--- src/hdl/cesd_pkg.sv ---
`timescale 1ns / 1ps
`default_nettype none
// ----------------------------------------------------------------------------
// C escape sequence decoder package
// Request and result types, decoder modes and the character codes that the
// escape decoder recognizes.
// ----------------------------------------------------------------------------
package cesd_pkg;

  typedef struct packed {
    logic [7:0] in_byte;
    logic       end_marker;
  } req_t;

  typedef struct packed {
    logic [7:0] out_byte;
    logic       run_last;
    logic       string_done;
  } rsp_t;

  typedef enum logic [3:0] {
    ModeNormal = 4'b0001,
    ModeEscape = 4'b0010,
    ModeOct1   = 4'b0100,
    ModeOct2   = 4'b1000
  } mode_e;

  typedef struct packed {
    logic [1:0] count;
    rsp_t       first;
    rsp_t       second;
  } dec_t;

  localparam logic [7:0] CharBackslash = 8'h5C;
  localparam logic [7:0] CharZero      = 8'h30;
  localparam logic [7:0] CharSeven     = 8'h37;
  localparam logic [7:0] CharLowerB    = 8'h62;
  localparam logic [7:0] CharLowerF    = 8'h66;
  localparam logic [7:0] CharLowerN    = 8'h6E;
  localparam logic [7:0] CharLowerR    = 8'h72;
  localparam logic [7:0] CharLowerT    = 8'h74;
  localparam logic [7:0] CharLowerV    = 8'h76;
  localparam logic [7:0] CharQuote     = 8'h27;
  localparam logic [7:0] CharDquote    = 8'h22;
  localparam logic [7:0] CharQuestion  = 8'h3F;
  localparam logic [7:0] CharBackspace = 8'h08;
  localparam logic [7:0] CharFormFeed  = 8'h0C;
  localparam logic [7:0] CharNewline   = 8'h0A;
  localparam logic [7:0] CharReturn    = 8'h0D;
  localparam logic [7:0] CharTab       = 8'h09;
  localparam logic [7:0] CharVtab      = 8'h0B;
  localparam logic [7:0] CharNul       = 8'h00;

endpackage
`default_nettype wire

--- src/hdl/cesd_decode.sv ---
`timescale 1ns / 1ps
`default_nettype none
// ----------------------------------------------------------------------------
// C escape sequence decoder, decode step
// Combinational next-state and result logic for one request, given the
// current decoder mode and octal accumulator.
// ----------------------------------------------------------------------------
module cesd_decode import cesd_pkg::*; (
  input  mode_e      mode_i,
  input  logic [5:0] acc_i,
  input  req_t       req_i,
  output mode_e      mode_o,
  output logic [5:0] acc_o,
  output dec_t       dec_o
);

  logic [7:0] chr;
  logic       is_digit;
  logic [8:0] oct_val;
  logic       esc_hit;
  logic [7:0] esc_byte;
  rsp_t       term_rsp;
  rsp_t       acc_rsp;
  rsp_t       chr_rsp;

  assign chr      = req_i.in_byte;
  assign is_digit = chr inside {[CharZero:CharSeven]};
  assign oct_val  = {acc_i, chr[2:0]};
  assign term_rsp = '{out_byte: CharNul, run_last: 1'b1, string_done: 1'b1};
  assign acc_rsp  = '{out_byte: {2'b00, acc_i}, run_last: 1'b0, string_done: 1'b0};
  assign chr_rsp  = '{out_byte: chr, run_last: 1'b1, string_done: 1'b0};

  always_comb begin
    esc_hit  = 1'b1;
    esc_byte = chr;
    case (chr)
      CharLowerB:    esc_byte = CharBackspace;
      CharLowerF:    esc_byte = CharFormFeed;
      CharLowerN:    esc_byte = CharNewline;
      CharLowerR:    esc_byte = CharReturn;
      CharLowerT:    esc_byte = CharTab;
      CharLowerV:    esc_byte = CharVtab;
      CharBackslash: esc_byte = CharBackslash;
      CharQuote:     esc_byte = CharQuote;
      CharDquote:    esc_byte = CharDquote;
      CharQuestion:  esc_byte = CharQuestion;
      default:       esc_hit  = 1'b0;
    endcase
  end

  always_comb begin
    mode_o = mode_i;
    acc_o  = acc_i;
    dec_o  = '0;
    if (req_i.end_marker) begin
      mode_o = ModeNormal;
      acc_o  = '0;
      case (mode_i)
        ModeEscape: begin
          dec_o.count  = 2'd2;
          dec_o.first  = '{out_byte: CharBackslash, run_last: 1'b0, string_done: 1'b0};
          dec_o.second = term_rsp;
        end
        ModeOct1, ModeOct2: begin
          dec_o.count  = 2'd2;
          dec_o.first  = acc_rsp;
          dec_o.second = term_rsp;
        end
        default: begin
          dec_o.count = 2'd1;
          dec_o.first = term_rsp;
        end
      endcase
    end else begin
      case (mode_i)
        ModeNormal: begin
          if (chr == CharBackslash) begin
            mode_o = ModeEscape;
          end else begin
            dec_o.count = 2'd1;
            dec_o.first = chr_rsp;
          end
        end
        ModeEscape: begin
          if (is_digit) begin
            acc_o  = {3'b000, chr[2:0]};
            mode_o = ModeOct1;
          end else begin
            mode_o = ModeNormal;
            if (esc_hit) begin
              dec_o.count = 2'd1;
              dec_o.first = '{out_byte: esc_byte, run_last: 1'b1, string_done: 1'b0};
            end else begin
              dec_o.count  = 2'd2;
              dec_o.first  = '{out_byte: CharBackslash, run_last: 1'b0, string_done: 1'b0};
              dec_o.second = chr_rsp;
            end
          end
        end
        ModeOct1, ModeOct2: begin
          if (is_digit) begin
            if (mode_i == ModeOct1) begin
              acc_o  = oct_val[5:0];
              mode_o = ModeOct2;
            end else begin
              acc_o       = '0;
              mode_o      = ModeNormal;
              dec_o.count = 2'd1;
              dec_o.first = '{out_byte: oct_val[7:0], run_last: 1'b1, string_done: 1'b0};
            end
          end else begin
            acc_o = '0;
            if (chr == CharBackslash) begin
              mode_o      = ModeEscape;
              dec_o.count = 2'd1;
              dec_o.first = '{out_byte: {2'b00, acc_i}, run_last: 1'b1, string_done: 1'b0};
            end else begin
              mode_o       = ModeNormal;
              dec_o.count  = 2'd2;
              dec_o.first  = acc_rsp;
              dec_o.second = chr_rsp;
            end
          end
        end
        default: begin
          mode_o = ModeNormal;
          acc_o  = '0;
        end
      endcase
    end
  end

endmodule
`default_nettype wire

--- src/hdl/c_escape_sequence_decoder_top.sv ---
`timescale 1ns / 1ps
`default_nettype none
// ----------------------------------------------------------------------------
// C escape sequence decoder
// Expands backslash escapes in a byte stream, one character per cycle while the result queue has room.
//
//   Channel   Direction  Signals                          Payload
//   request   in         in_valid_i, in_stall_o, in_req_i req_t
//   result    out        out_valid_o, out_stall_i, out_rsp_o rsp_t
//
// A request is registered, then decoded from the input register, and its zero, one
// or two results enter a three-entry result queue. One request per cycle is
// sustained while each request gives at most one result and the output is
// not stalled; two-result requests are bounded by the single output port.
// Reset clears the decoder mode, the accumulator and the queue.
// The input register holds while the queue has fewer than two free entries.
// ----------------------------------------------------------------------------
module c_escape_sequence_decoder_top import cesd_pkg::*; (
  input  logic clk_i,
  input  logic rst_ni,
  input  logic in_valid_i,
  output logic in_stall_o,
  input  req_t in_req_i,
  output logic out_valid_o,
  input  logic out_stall_i,
  output rsp_t out_rsp_o
);

  logic       in_vld_q;
  logic       in_vld_d;
  req_t       in_req_q;
  mode_e      mode_q;
  mode_e      mode_d;
  logic [5:0] acc_q;
  logic [5:0] acc_d;
  dec_t       dec;
  rsp_t       slot_q [3];
  rsp_t       slot_d [3];
  logic [1:0] cnt_q;
  logic [1:0] cnt_d;
  logic [1:0] cnt_pop;
  logic       advance;
  logic       in_accept;
  logic       pop;

  cesd_decode u_decode (
    .mode_i (mode_q),
    .acc_i  (acc_q),
    .req_i  (in_req_q),
    .mode_o (mode_d),
    .acc_o  (acc_d),
    .dec_o  (dec)
  );

  assign advance     = in_vld_q && (cnt_q <= 2'd1);
  assign in_stall_o  = in_vld_q && !advance;
  assign in_accept   = in_valid_i && !in_stall_o;
  assign in_vld_d    = in_accept || (in_vld_q && !advance);
  assign out_valid_o = (cnt_q != 2'd0);
  assign out_rsp_o   = slot_q[0];
  assign pop         = out_valid_o && !out_stall_i;

  always_comb begin
    slot_d  = slot_q;
    cnt_pop = cnt_q;
    if (pop) begin
      slot_d[0] = slot_q[1];
      slot_d[1] = slot_q[2];
      cnt_pop   = cnt_q - 2'd1;
    end
    cnt_d = cnt_pop;
    if (advance) begin
      for (int i = 0; i < 3; i++) begin
        if ((dec.count != 2'd0) && (2'(i) == cnt_pop)) begin
          slot_d[i] = dec.first;
        end
        if ((dec.count == 2'd2) && (2'(i) == cnt_pop + 2'd1)) begin
          slot_d[i] = dec.second;
        end
      end
      cnt_d = cnt_pop + dec.count;
    end
  end

  always_ff @(posedge clk_i or negedge rst_ni) begin
    if (!rst_ni) begin
      in_vld_q <= 1'b0;
      mode_q   <= ModeNormal;
      acc_q    <= '0;
      cnt_q    <= '0;
    end else begin
      in_vld_q <= in_vld_d;
      cnt_q    <= cnt_d;
      if (advance) begin
        mode_q <= mode_d;
        acc_q  <= acc_d;
      end
    end
  end

  always_ff @(posedge clk_i) begin
    if (in_accept) begin
      in_req_q <= in_req_i;
    end
    slot_q <= slot_d;
  end

endmodule
`default_nettype wire

--- config.mk ---
export PLATFORM = sky130hd
export DESIGN_NAME = c_escape_sequence_decoder_top
export DESIGN_NICKNAME = d
export VERILOG_FILES = /design/src/hdl/cesd_pkg.sv /design/src/hdl/cesd_decode.sv /design/src/hdl/c_escape_sequence_decoder_top.sv
export SDC_FILE = /design/constraint.sdc
export NUM_CORES = 1
export LEC_CHECK = 0
export BUFFER_PORTS_ARGS = -buffer_cell sky130_fd_sc_hd__buf_2
export CAP_MARGIN = 25
export CORE_UTILIZATION = 60
export DETAILED_ROUTE_END_ITERATION = 6
export HOLD_SLACK_MARGIN = 0.1
export PLACE_DENSITY = 0.8
export SYNTH_ARGS = -nofsm -noshare
export SYNTH_HDL_FRONTEND = slang
export SYNTH_SLANG_ARGS = --single-unit
--- constraint.sdc ---
create_clock -name clk_i -period 3.6 [get_ports clk_i]
set_input_delay 0.54 -clock clk_i [delete_from_list [all_inputs] [get_ports clk_i]]
set_output_delay 0.54 -clock clk_i [all_outputs]
set_load 0.01 [all_outputs]
==> results of run 1 <==
[per-layer routing]
metal / GRT usage (%) / wire length, um / up-vias
met5: 0 / 0 / -
met4: 10.77 / 252 / 0
met3: 4.762 / 692 / 37
met2: 51.61 / 4245 / 159
met1: 40.92 / 3583 / 1426
li1: - / - / 1369
[cell families after synthesis]
| logic type | share of synthesized area (%) |
|---|---|
| adder cells (fa/ha/maj) | 1.120 |
| buffers and inverters | 6.311 |
| flip-flops | 38.72 |
| AND/OR/NAND/NOR | 20.24 |
| multiplexers | 8.588 |
| XOR/XNOR | 2.091 |
| AO/OA/AOI/OAI | 22.93 |
[metrics by stage]
step | hold slack, ps | setup WS [ps] | total power, W | instance area (um^2) | util, %
after floorplan | 244.4 | 678.8 | 0.001870 | 3351 | -
after global placement | 437.0 | 586.7 | 0.002123 | 3477 | 66.39
after detailed placement | 441.0 | 444.2 | 0.002149 | 3477 | 66.39
after CTS | 105.5 | 434.7 | 0.002481 | 3562 | 68.01
after global routing | 123.7 | 152.5 | 0.002650 | 3562 | 68.01
final | 94.48 | 362.9 | 0.002496 | 3562 | 68.01
[power breakdown]
group / switching, W / internal (W)
Sequential: 0.000140 / 0.000822
Combinational: 0.000708 / 0.000493
Clock: 0.000196 / 0.000136
Total: 0.00104 / 0.00145
[state kept, by name, indices dropped and copies added, names as in the netlist]
| register | count |
|---|---|
| acc_q | 6 |
| in_req_q | 9 |
| in_vld_q | 1 |
| out_rsp_o | 10 |
| cnt_q | 2 |
| mode_q | 4 |
| slot_q | 20 |
[placed cells by master (no fill, tap or decap), drive strengths merged, types with 5 or more instances in the layout]
| cell | count |
|---|---|
| buf | 35 |
| nand2 | 27 |
| nor2 | 24 |
| mux2i | 22 |
| o21ai | 22 |
| dfxtp | 20 |
| edfxtp | 19 |
| a21oi | 18 |
| nor3 | 16 |
| dfrtp | 12 |
| inv | 12 |
| nand3 | 8 |
| a221o | 7 |
| or2 | 7 |
| o211ai | 7 |
| nand2b | 6 |
| mux2 | 6 |
| and2 | 6 |
| clkbuf | 6 |
| xnor2 | 5 |
| o221ai | 5 |
[path summary, 6_finish.rpt]
check                          endpoint  cells after the start    startpoint  slack [ps]
max                        out_rsp_o[4]                      7     mode_q[3]         360
min in group clk_i          in_req_q[5]                      1   in_req_i[5]         400
min                            cnt_q[1]                      1        rst_ni          90
max reg2reg                out_rsp_o[4]                      7     mode_q[3]         360
max in group asynchronous     mode_q[0]                      1        rst_ni        3220
min reg2reg                out_rsp_o[5]                      2  out_rsp_o[5]         530
[area by class of cell]
| cell class | count | area (um^2) | share of cell area (%) |
|---|---|---|---|
| repair buffers | 35 | 202.7 | 5.690 |
| well taps | 70 | 87.58 | 2.459 |
| flip-flops and latches | 52 | 1297 | 36.42 |
| multi-input cells | 263 | 1844 | 51.77 |
| clock inverters | 2 | 12.51 | 0.3512 |
| inverters | 12 | 45.04 | 1.264 |
| clock buffers | 6 | 72.57 | 2.037 |
==> results.ini, run 1 <==
[placement]
dpl.hpwl_mm = 6.479
gp_congestion = 1.009
dp.cells = 432
port_buffers = 24

[setup_path]
crit_chain = xnor2_1 > a2111oi_4 > o211ai_2 > o211ai_4 > nor4b_4 > nor3_1 > a221o_1
crit_required_ps = 3810
start_kind = flop
slowest_stage = nor4b_4
path_class = reg -> reg
critPathCaptureType = flop
max_stage_delay_ps = 680
critPathArrivalTime_ps = 3450
path_buf_inv = 0
path_delay_family = compound AO/OA/AOI/OAI gates
crit_fanout = 14

[timing]
slew_headroom_pct = 47.53
fin_skew_ps = 9.623
period_minus_slack_ps = 3237
setup_viol = 0
rsz0062_at_grt = false
drv_slew = 0
post-route-period-util_pct = 89.92
hold_violations = 0
worst_pin_slew_ps = 781.1
finalSetupTns_ps = 0
max_freq_mhz = 308.9

[clock_network]
cts-root-buf = clkbuf_8
post_cts_buffers = 0
cts_resized = 0
cts_tree = done
cts-buffers-inserted = 5
path_clk_slew_ps = 100
cts-htree-levels = 2
ctsHoldBuffers = 0
cts_max_path_buffers = 2
clk_latency_ps = 310
cts_sinks = 52

[global_routing]
antenna_found_initial = 0
grt.total_usage_pct = 31.01
grt_pass1_wl_mm = 14.19
grt_pass1_vias = 2778
grt_max_degree = 20
grt-ovfl-total = 0

[synthesis]
syn-mean-instance-area_um2 = 9.492
synth_nets = 369
ys.flop_type = dfxtp_1
netlist_instances = 353
synth_most_common_cell = nand2_1
yosys_warnings = 0
yosysSeqAreaShare_pct = 38.72
synth_seq_cells = 52
yosys.area.top_type = edfxtp_1
ys_top_cells_by_area = edfxtp_1 17%, dfxtp_1 12%, dfrtp_1 9.0%
ys_types = 77
synth_common_cells = 27 x nand2_1, 24 x nor2_1, 22 x mux2i_1, 20 x dfxtp_1, 20 x o21ai_0
yosysTopAreaCellShare_pct = 17.03
synth-async-reset-ratio_pct = 25.00
synth-edff-count = 19
syn_area_mm2 = 0.003351

[status]
status = finished clean

[floorplan]
die-area_mm2 = 0.005887
num_rows = 26
io_pins = 25
initial_core_util_pct = 63.98
dieHeight_um = 76.73
die_w_um = 76.73
core_mm2 = 0.005238

[power_and_ir_drop]
power_per_cell_area_mw_per_mm2 = 700.6
power_leakage_nw = 1.374
vdd_drop_max_v = 0.0003983

[cells_and_area]
final_nets = 385
diodes = 0
drive_gt1_share_pct = 18.65
syn2layout_area_growth_pct = 6.311
final_cells = 440
fillerInstances = 440

[drt]
vias_per_cell = 6.798
drt-initial-drc-count = 306
postRouteAntennaNets = 0
wl_mm = 8.774
dr.pass1.iters = 6
drc_errors = 0
wire_per_inst_um = 19.94
vias = 2991

[worst_hold_path]
hp-class = in -> async

[job]
cap_violations = 0

No activity file was read; power rests on OpenSTA's default activity.
==> run 2, diff against run 1 <==
- CTS_BUF_LIST: unset -> sky130_fd_sc_hd__clkbuf_4 sky130_fd_sc_hd__clkbuf_8
==> run 2 against run 1 <==
  * Clock power rose by 2%
  * Wire length shrank 0.81%
  * Largest cell class unchanged
  * Critical path type unchanged
  * Sequential cell count did not move
  * Worst setup slack better by 60 ps
  * Critical path depth stayed put
  * Utilization grew 0.072 points
  * Largest power group unchanged
  * Sequential power hardly changed
  * Hold slack better by 2.3 ps
  * Final area is 0.11% higher
==> results.ini, run 2 (synthesis results as in run 1) <==
[status]
status = finished clean

[global_routing]
grt_max_degree = 20
grt.total_usage_pct = 31.01
grt-ovfl-total = 0
grt_pass1_wl_mm = 14.19
grt_pass1_vias = 2772
antenna_found_initial = 0

[drt]
vias = 2976
wl_mm = 8.703
dr.pass1.iters = 5
postRouteAntennaNets = 0
drt-initial-drc-count = 279
vias_per_cell = 6.764
wire_per_inst_um = 19.78
drc_errors = 0

[clock_network]
ctsHoldBuffers = 0
cts-buffers-inserted = 5
cts-htree-levels = 2
cts_resized = 0
path_clk_slew_ps = 100
cts-root-buf = clkbuf_8
clk_latency_ps = 310
cts_tree = done
cts_max_path_buffers = 2
post_cts_buffers = 0
cts_sinks = 52

[power_and_ir_drop]
clkPwrFrac_pct = 13.6
power_switching_w = 0.001040
pwr-share-comb_pct = 48.0
power_leakage_nw = 1.377
power_per_cell_area_mw_per_mm2 = 700.9
p_int_w = 0.001459
sequentialPowerShare_pct = 38.4
vdd_drop_max_v = 0.0004001
finalPower_w = 0.002500
sw_frac_of_total_pct = 41.62

[timing]
rsz0062_at_grt = false
post-route-period-util_pct = 88.24
final.setup.worst_slack_ps = 423.3
setup_viol = 0
period_minus_slack_ps = 3177
drv_slew = 0
max_freq_mhz = 314.8
fin_skew_ps = 11.92
slew_headroom_pct = 47.60
finalSetupTns_ps = 0
hold_violations = 0
worst_pin_slew_ps = 780.0

[setup_path]
start_kind = flop
crit_required_ps = 3810
critPathCaptureType = flop
crit_fanout = 14
critPathArrivalTime_ps = 3390
path_class = reg -> reg

[floorplan]
num_rows = 26
dieHeight_um = 76.73
initial_core_util_pct = 63.98
core_mm2 = 0.005238
die-area_mm2 = 0.005887
io_pins = 25
die_w_um = 76.73

[cells_and_area]
seq_area_mm2 = 0.001297
final_nets = 385
multi_input_area_mm2 = 0.001844
final_cell_mix = 27 x nand2_1, 24 x buf_2, 23 x nor2_1
diodes = 0
fillerInstances = 439
final_cells = 440
syn2layout_area_growth_pct = 6.423
drive_gt1_share_pct = 18.92
layout_commonest_cell = nand2_1
largest_reg_flops = 20
registers.top_by_ff_count = slot_q

[placement]
dpl.hpwl_mm = 6.479
dp.cells = 432
gp_congestion = 1.009
port_buffers = 24
pre_cts_ws_ps = 444.2

[job]
cap_violations = 0

[worst_hold_path]
hp-class = in -> async

-- run 2: worst paths after layout --
check                      cells after the start            to  slack [ps]    startpoint
setup / recovery                               7  out_rsp_o[4]         420     mode_q[3]
hold / removal                                 1      cnt_q[1]         100        rst_ni
setup reg to reg                               7  out_rsp_o[4]         420     mode_q[3]
hold reg to reg                                2  out_rsp_o[5]         530  out_rsp_o[5]
max in group asynchronous                      1     mode_q[0]        3220        rst_ni
min in group clk_i                             1   in_req_q[0]         400   in_req_i[0]
-- run 2: layout make-up --
type                    count  area share [%]
clock inverters             2          0.3509
inverters                  12           1.263
flip-flops and latches     52           36.39
repair buffers             35           5.684
clock buffers               6           2.140
multi-input cells         263           51.72
well taps                  70           2.456
-- run 2: metal layers --
layer / part of all wire [%] / vias up / track usage [%] / routed length (um)
li1: - / 1371 / - / -
met1: 41 / 1397 / 41.00 / 3566
met2: 48 / 179 / 51.52 / 4187
met3: 8.1 / 29 / 4.762 / 706
met4: 2.8 / 0 / 10.77 / 243
met5: 0 / - / 0 / 0
-- run 2: critical path, stage by stage, from the launching register on --
cell       delay [ps]
dfrtp_1           590
xnor2_1           220
a2111oi_4         660
o211ai_2          230
o211ai_4          290
nor4b_4           660
nor3_1            140
a221o_1           280
-- run 2: power groups by stage --
stage,clock [W],sequential [W],combinational (W)
global placement,0,0.000960,0.00116
global route,0.000364,0.000983,0.00131
floorplan,0,0.000910,0.000960
finish,0.000339,0.000961,0.00120
detailed placement,0,0.000971,0.00118
CTS,0.000341,0.000959,0.00119
-- run 2: metrics by stage --
step	utilization (%)	area (um^2)	hold WS (ps)
global route	68.08	3566	123.7
detailed placement	66.39	3477	441.0
finish	68.08	3566	96.82
global placement	66.39	3477	437.0
CTS	68.08	3566	105.5
floorplan	-	3351	244.4
